<file path="src/rtl/core/hhq_pkg.sv">
`timescale 1ns / 1ps

package hhq_pkg;

  // Item kinds
  localparam logic KIND_WRITE = 1'b0;
  localparam logic KIND_QUERY = 1'b1;

  // Configuration port widths
  localparam int CFG_INDEX_W = 3;
  localparam int CFG_DATA_W  = 32;

  // Register map
  typedef enum logic [CFG_INDEX_W-1:0] {
    REG_COLUMNS,
    REG_ROWS,
    REG_ORIGIN_X,
    REG_ORIGIN_Z,
    REG_INV_CELL_WIDTH,
    REG_INV_CELL_DEPTH
  } cfg_reg_t;

  // Corner slots, in the order they are read
  typedef enum logic [1:0] {
    CORNER_FAR_LEFT,
    CORNER_FAR_RIGHT,
    CORNER_NEAR_LEFT,
    CORNER_NEAR_RIGHT
  } corner_t;

  // Corner read sequencer
  typedef enum logic [1:0] {
    FETCH_IDLE,
    FETCH_FAR_RIGHT,
    FETCH_NEAR_LEFT,
    FETCH_NEAR_RIGHT
  } fetch_state_t;

  // Input word
  typedef struct packed {
    logic               kind;
    logic [15:0]        vertex_index;
    logic signed [31:0] height_value;
    logic signed [31:0] pos_x;
    logic signed [31:0] pos_z;
  } in_word_t;

  // Result word
  typedef struct packed {
    logic signed [31:0] height;
    logic               outside;
  } out_word_t;

  // Work handed from the locate pipeline to the height store
  typedef struct packed {
    logic               is_query;
    logic               store;     // write index within the store
    logic               outside;
    logic [15:0]        fx;
    logic [16:0]        fy;        // 1..65536
    logic signed [31:0] wdata;
  } job_t;

  // Four corners plus weights, handed to the blend pipeline
  typedef struct packed {
    logic               outside;
    logic [15:0]        fx;
    logic [16:0]        fy;
    logic signed [31:0] y0;
    logic signed [31:0] y1;
    logic signed [31:0] y2;
    logic signed [31:0] y3;
  } corner_set_t;

endpackage

</file>
<file path="src/rtl/core/hhq_blend.sv">
`timescale 1ns / 1ps

module hhq_blend
  import hhq_pkg::*;
(
  input  logic        clk,
  input  logic        rst,
  input  logic        cor_valid,
  output logic        cor_ready,
  input  corner_set_t cor,
  output logic        out_valid,
  input  logic        out_ready,
  output out_word_t   out_word
);

  logic v1, v2, v3;
  logic r1, r2, r3;

  assign r3        = !v3 || out_ready;
  assign r2        = !v2 || r3;
  assign r1        = !v1 || r2;
  assign cor_ready = r1;

  always_ff @(posedge clk) begin
    if (rst) begin
      v1 <= 1'b0;
      v2 <= 1'b0;
      v3 <= 1'b0;
    end else begin
      if (r1) v1 <= cor_valid;
      if (r2) v2 <= v1;
      if (r3) v3 <= v2;
    end
  end

  // Stage 1: pick the triangle and its edge differences
  logic               upper;
  logic signed [32:0] da_next, db_next;
  logic signed [31:0] b1_y0;
  logic signed [32:0] b1_da, b1_db;
  logic [15:0]        b1_fx;
  logic [16:0]        b1_fy;
  logic               b1_out;

  assign upper   = 17'(cor.fx) >= cor.fy;
  assign da_next = upper ? 33'(cor.y1) - 33'(cor.y0) : 33'(cor.y3) - 33'(cor.y2);
  assign db_next = upper ? 33'(cor.y3) - 33'(cor.y1) : 33'(cor.y2) - 33'(cor.y0);

  always_ff @(posedge clk) begin
    if (r1 && cor_valid) begin
      b1_y0  <= cor.y0;
      b1_da  <= da_next;
      b1_db  <= db_next;
      b1_fx  <= cor.fx;
      b1_fy  <= cor.fy;
      b1_out <= cor.outside;
    end
  end

  // Stage 2: weight the differences
  logic signed [31:0] b2_y0;
  logic signed [49:0] b2_p1;
  logic signed [50:0] b2_p2;
  logic               b2_out;

  always_ff @(posedge clk) begin
    if (r2 && v1) begin
      b2_y0  <= b1_y0;
      b2_p1  <= 50'(b1_da) * $signed({34'h0, b1_fx});
      b2_p2  <= 51'(b1_db) * $signed({34'h0, b1_fy});
      b2_out <= b1_out;
    end
  end

  // Stage 3: sum in Q.16, round half up, saturate
  logic signed [52:0] y0_sh;
  logic signed [52:0] sum;
  logic signed [36:0] h_wide;
  logic signed [31:0] h_sat;

  assign y0_sh  = $signed({{5{b2_y0[31]}}, b2_y0, 16'h0000});
  assign sum    = y0_sh + 53'(b2_p1) + 53'(b2_p2) + 53'sd32768;
  assign h_wide = sum[52:16];

  always_comb begin
    if (h_wide[36:31] == 6'b000000 || h_wide[36:31] == 6'b111111) begin
      h_sat = h_wide[31:0];
    end else if (h_wide[36]) begin
      h_sat = 32'sh8000_0000;
    end else begin
      h_sat = 32'sh7FFF_FFFF;
    end
  end

  always_ff @(posedge clk) begin
    if (r3 && v2) begin
      out_word.height  <= b2_out ? 32'sd0 : h_sat;
      out_word.outside <= b2_out;
    end
  end

  assign out_valid = v3;

endmodule

</file>
<file path="config.mk">
export PLATFORM = sky130hd
export DESIGN_NAME = hhq_blend
export DESIGN_NICKNAME = d
export VERILOG_FILES = /design/src/rtl/core/hhq_pkg.sv /design/src/rtl/core/hhq_blend.sv
export SDC_FILE = /design/constraint.sdc
export NUM_CORES = 2
export LEC_CHECK = 0
export ABC_AREA = 0
export BUFFER_PORTS_ARGS = -buffer_cell sky130_fd_sc_hd__buf_2
export CORE_MARGIN = 10
export CORE_UTILIZATION = 60
export CTS_CLUSTER_DIAMETER = 80
export DETAILED_ROUTE_END_ITERATION = 10
export GPL_TIMING_DRIVEN = 0
export PLACE_DENSITY = 0.86
export SETUP_SLACK_MARGIN = 0.4
export SLEW_MARGIN = 20
export SYNTH_ARGS = -nofsm -noshare
export SYNTH_HDL_FRONTEND = slang
export SYNTH_SLANG_ARGS = --single-unit
export TNS_END_PERCENT = 100
</file>
<file path="constraint.sdc">
create_clock -name clk -period 25.5 [get_ports clk]
set_input_delay 2.55 -clock clk [delete_from_list [all_inputs] [get_ports clk]]
set_output_delay 2.55 -clock clk [all_outputs]
set_load 0.01 [all_outputs]
</file>
Word level (Yosys, flattened, before mapping)
Cells that the tools add are included.

Reduce and logical (&&, ||, !) cells: 11. Order comparisons: 1. Add/subtract/negate cells: 7. Muxes and demuxes: 4. Equal/unequal tests: 1. Multiply operators: 2.

Operator list (count): $sub 32x32->33 (4); $mux 33 (2); $mux 32 (2); $add 52x17->53 const B (1); $add 51x51->52 (1); $add 48x50->51 (1); $mul 33x18->51 (1); $mul 33x17->50 (1); $ge 16x17->1 (1); $eq 6x6->1 const B (1); $logic_not 6->1 (1); $logic_or 1x1->1 (4); $logic_and 1x1->1 (3); $logic_not 1->1 (3).

Bits in registers: 302. Word-level logic and storage cells: 41. Output and inout bits: 35.

Logic depth before layout (Yosys ltp)
Depth after elaboration: 6. Depth in mapped cells: 27. Depth with buffers taken out: 25.

Worst setup path before layout
No wires, ideal clock.

Path type: input -> register. Start point: input out_ready. End point: register b2_out, enable pin. Stages on the path: 2. Setup time: 0.832 ns. Arrival: 12.321 ns. Slack: 12.347 ns. Data required time: 24.668 ns. Buffers on the path: 0. Path through: nor2b_1 a21boi_0.

Longest elaborated chain between the ends: 3.

RTL lines: from (decl) (RTL line hhq_blend.sv:12) `input logic out_ready,`; $logic_or 1x1->1 (RTL line hhq_blend.sv:19) `assign r3 = !v3 || out_ready;`; $logic_or 1x1->1 (RTL line hhq_blend.sv:20) `assign r2 = !v2 || r3;`; $logic_and 1x1->1 (RTL line hhq_blend.sv:67) `if (r2 && v1) begin`; to (signal assigned) (RTL line hhq_blend.sv:71) `b2_out <= b1_out;`; to (decl) (RTL line hhq_blend.sv:64) `logic b2_out;`.

No other way between the ends. A chain may end at the register's enable or synchronous reset.

Worst setup path in the final report
Start point: register b1_fx[9]. End point: register b2_p1[48] (data pin).

Longest elaborated chain between the ends: 1.

RTL lines: from (decl) (RTL line hhq_blend.sv:41) `logic [15:0] b1_fx;`; from (signal assigned) (RTL line hhq_blend.sv:54) `b1_fx <= cor.fx;`; $mul 33x17->50 (RTL line hhq_blend.sv:69) `b2_p1 <= 50'(b1_da) * $signed({34'h0, b1_fx});`; to (signal assigned) (RTL line hhq_blend.sv:69); to (decl) (RTL line hhq_blend.sv:62) `logic signed [49:0] b2_p1;`.

No other way between the ends.

==> summary.md <==
| Metric | Value |
|---|---|
| Clock insertion delay at the later pin of the skew report | 590 ps |
| DP HPWL | 153000 um |
| Yosys reg bits | 302 |
| Crit-path max FO | 10 |
| Yosys warning total | 0 |
| Fin Clk Skew | 23.48 ps |
| Die H | 330.9 um |
| Hold Violations, Final | 0 |
| WP buf/inv | 4 |
| Count leader, synth | inv_1 |
| Die Wd | 330.9 um |
| # DRC | 0 |
| Cts hold-fix bufs | 0 |
| Starting Density | 0.6079 |
| Area delta synth->final | 7.469% |
| Post-synthesis compound-gate area fraction | 0.09082 |
| Pre-antenna DRT Iters | 8 |
| Data required, critical path | 25810 ps |
| Net count, final | 8154 |
| Post-synthesis xor/xnor area fraction | 0.03427 |
| Number of global-route vias before repair | 47540 |
| Max Cap Violations | 0 |
| Cell Chain, Critical Path | clkbuf_1, nand2_1, fa_1, inv_1, fa_1, fa_1, fa_1, fa_1, inv_1, fa_1, inv_1, ha_1, and4_1, a21o_1, a221oi_1, o221ai_1, o21ai_1, and2_1, o211ai_1, a311oi_1, o21ai_1, a21oi_1, xnor2_1 |
| Postcts setup bufs | 0 |
| CTS tree | yes |
| Fmax | 0.1090 GHz |
| I/O pin cnt | 201 |
| Crit. End Element | flop |
| Post-Synth Simple-Gate Area | 0.1432 |
| Layout cells sized above 1 | 0.05410 |
| GP Congestion | 0.9937 |
| Fin Hold WS | 409.6 ps |
| Synth top area share | 0.3720 |
| Die area | 109500 sq um |
| 1st-iter DRT viols | 4693 |
| Drt via density | 5.874 |
| Final setup fails | 0 |
| Critical path launch point type | flop |
| Slew Limit Fails | 0 |
| Num rows | 113 |
| FILL cells | 7588 |
| Slew @ Worst Pin | 1123 ps |
| Buffers on Ports | 200 |
| Worst rel slew slack | 0.2514 |
| Dpl cells | 7690 |
| Post-synth EDFFs | 299 |
| Largest cells by area after synthesis | fa_1 37%, edfxtp_1 15%, ha_1 9.7% |
| Hold WC Path Type | reg -> reg |
| Clk Tree Root Cell | clkbuf_16 |
| Critical Path Max Stage Delay | 900 ps |
| Syn Area/Cell | 9.342 sq um |
| Worst endpoint data arrival time | 9480 ps |
| Cell variety after synth | 86 |
| Antenna viol nets, final | 0 |
| Post-Layout Cell Count | 7765 |
| Fin crit share | 0.3598 |
| Tot GR Track Use | 0.3343 |
| Fin Setup TNS | 0 ps |
| Initial antenna violation count | 16 |
| RSZ-0062 raised after global routing | false |
| GRT overflow | 0 |
| Area of the multi-input gates | 42900 sq um |
| Largest family of logic cells by synthesized area | adder cells |
| Post-synthesis mux area share | 0.002092 |
| Post-Syn Area | 58010 sq um |
| Top FF cell, synth | edfxtp_1 |
| DR vias | 45610 |
| Most frequent CP cell | fa_1 |
| Tmin final | 9175 ps |
| Post-synth ARST share | 0 |
| Syn_nets | 7902 |
| Detailed Route WL | 181100 um |
| Outcome | complete, no violations |
| Reg clk slew, reported paths | 60 ps |
| CTS buffer count | 35 |
| Max Buffers Root-to-Sink | 3 |
| DR WL/cell | 23.33 um |
| Dominant cell type by area after synthesis | fa_1 |
| Post-synthesis sequential area ratio | 0.1558 |
| Post-cts resize count | 0 |
| Clock sinks | 302 |
| Crit Path Category | reg -> reg |
| Global-route wire length before repair | 274600 um |
| Largest net degree at the start of global routing | 26 |
| Core ar. | 95440 sq um |
| # H-tree levels | 2 |
| Cell count after synthesis | 6210 |
| Most frequent cells after synthesis | 1400 x inv_1, 1078 x fa_1, 837 x nand2_1 |
| Register area | 9039 sq um |
| Cell family with most CP delay | adder cells |
| Slowest-stage cell, CP | a221oi_1 |
| Post-Synth Adder-Cell Area | 0.4686 |
==> worst register-to-register path, cell delays in order (launching register included) <==
cell and delay, ps:
edfxtp_1 890, clkbuf_1 680, nand2_1 160, fa_1 540
inv_1 50, fa_1 480, fa_1 560, fa_1 430
fa_1 520, inv_1 60, fa_1 480, inv_1 70
ha_1 350, and4_1 270, a21o_1 200, a221oi_1 900
o221ai_1 450, o21ai_1 360, and2_1 250, o211ai_1 170
a311oi_1 430, o21ai_1 130, a21oi_1 200, xnor2_1 300
==> placed cells by master (no fill, tap or decap), types with 137 or more instances in the layout <==
| master | instances |
|---|---|
| a21oi_1 | 235 |
| and2_1 | 441 |
| buf_2 | 203 |
| clkbuf_1 | 202 |
| edfxtp_1 | 299 |
| fa_1 | 1078 |
| ha_1 | 448 |
| inv_1 | 1400 |
| nand2_1 | 837 |
| nor2_1 | 149 |
| o21ai_0 | 147 |
| xnor2_1 | 137 |
==> state kept, by name, summed over array words and instances (netlist names), 16 cells and up <==
name / cells
b1_da: 33
b1_db: 33
b1_fx: 16
b1_fy: 17
b1_y0: 32
b2_p1: 50
b2_p2: 51
b2_y0: 32
out_word: 33
==> logic make-up (layout without fill, tap and decap cells) <==
group           Yosys count  in the layout
buf+inv                1611           1889
mux                      12             12
simple gates           1726           1726
flops                   302            302
other cells               0             12
xor+xnor                227            227
compound gates          806            806
fa+ha+maj              1526           1526
==> cell type report <==
| type | count | share of cell area |
|---|---|---|
| Clock inverter | 24 | 0.006302 |
| Inverter | 1400 | 0.08429 |
| Buffer | 211 | 0.01361 |
| Sequential cell | 302 | 0.1450 |
| Antenna cell | 12 | 0.0004817 |
| Multi-Input combinational cell | 4297 | 0.6882 |
| Clock buffer | 39 | 0.01463 |
| Tap cell | 1265 | 0.02539 |
| Timing Repair Buffer | 215 | 0.02216 |
==> through the flow <==
stage | instance area (sq um) | setup slack (ps) | util
3_5_place_dp | 61010 | 16700 | 0.6393
5_1_grt | 62320 | 16130 | 0.6530
6_report | 62340 | 16320 | 0.6533
3_3_place_gp | 60600 | 8210 | 0.6349
2_1_floorplan | 58010 | 12350 | -
4_1_cts | 62310 | 16680 | 0.6530
==> layer usage <==
layer | share of wire | global-route usage | vias up
met5 | 0.00042 | 0 | -
met4 | 0.065 | 0.1812 | 12
met3 | 0.14 | 0.1032 | 602
met2 | 0.42 | 0.4916 | 2785
met1 | 0.37 | 0.4407 | 22480
li1 | - | - | 19740
==> path summary, 6_finish.rpt <==
check / slack [ps] / to / from / cells past startpoint
worst max register to register: 16320 / b2_p1[48] / b1_fx[9] / 23
worst min-delay path: 410 / b2_y0[10] / b1_y0[10] / 0
worst min register to register: 410 / b2_y0[10] / b1_y0[10] / 0
worst max-delay path: 16320 / b2_p1[48] / b1_fx[9] / 23
Power is not shown: default switching activity piles up to over one toggle a cycle in this logic, so the estimate is an artifact.
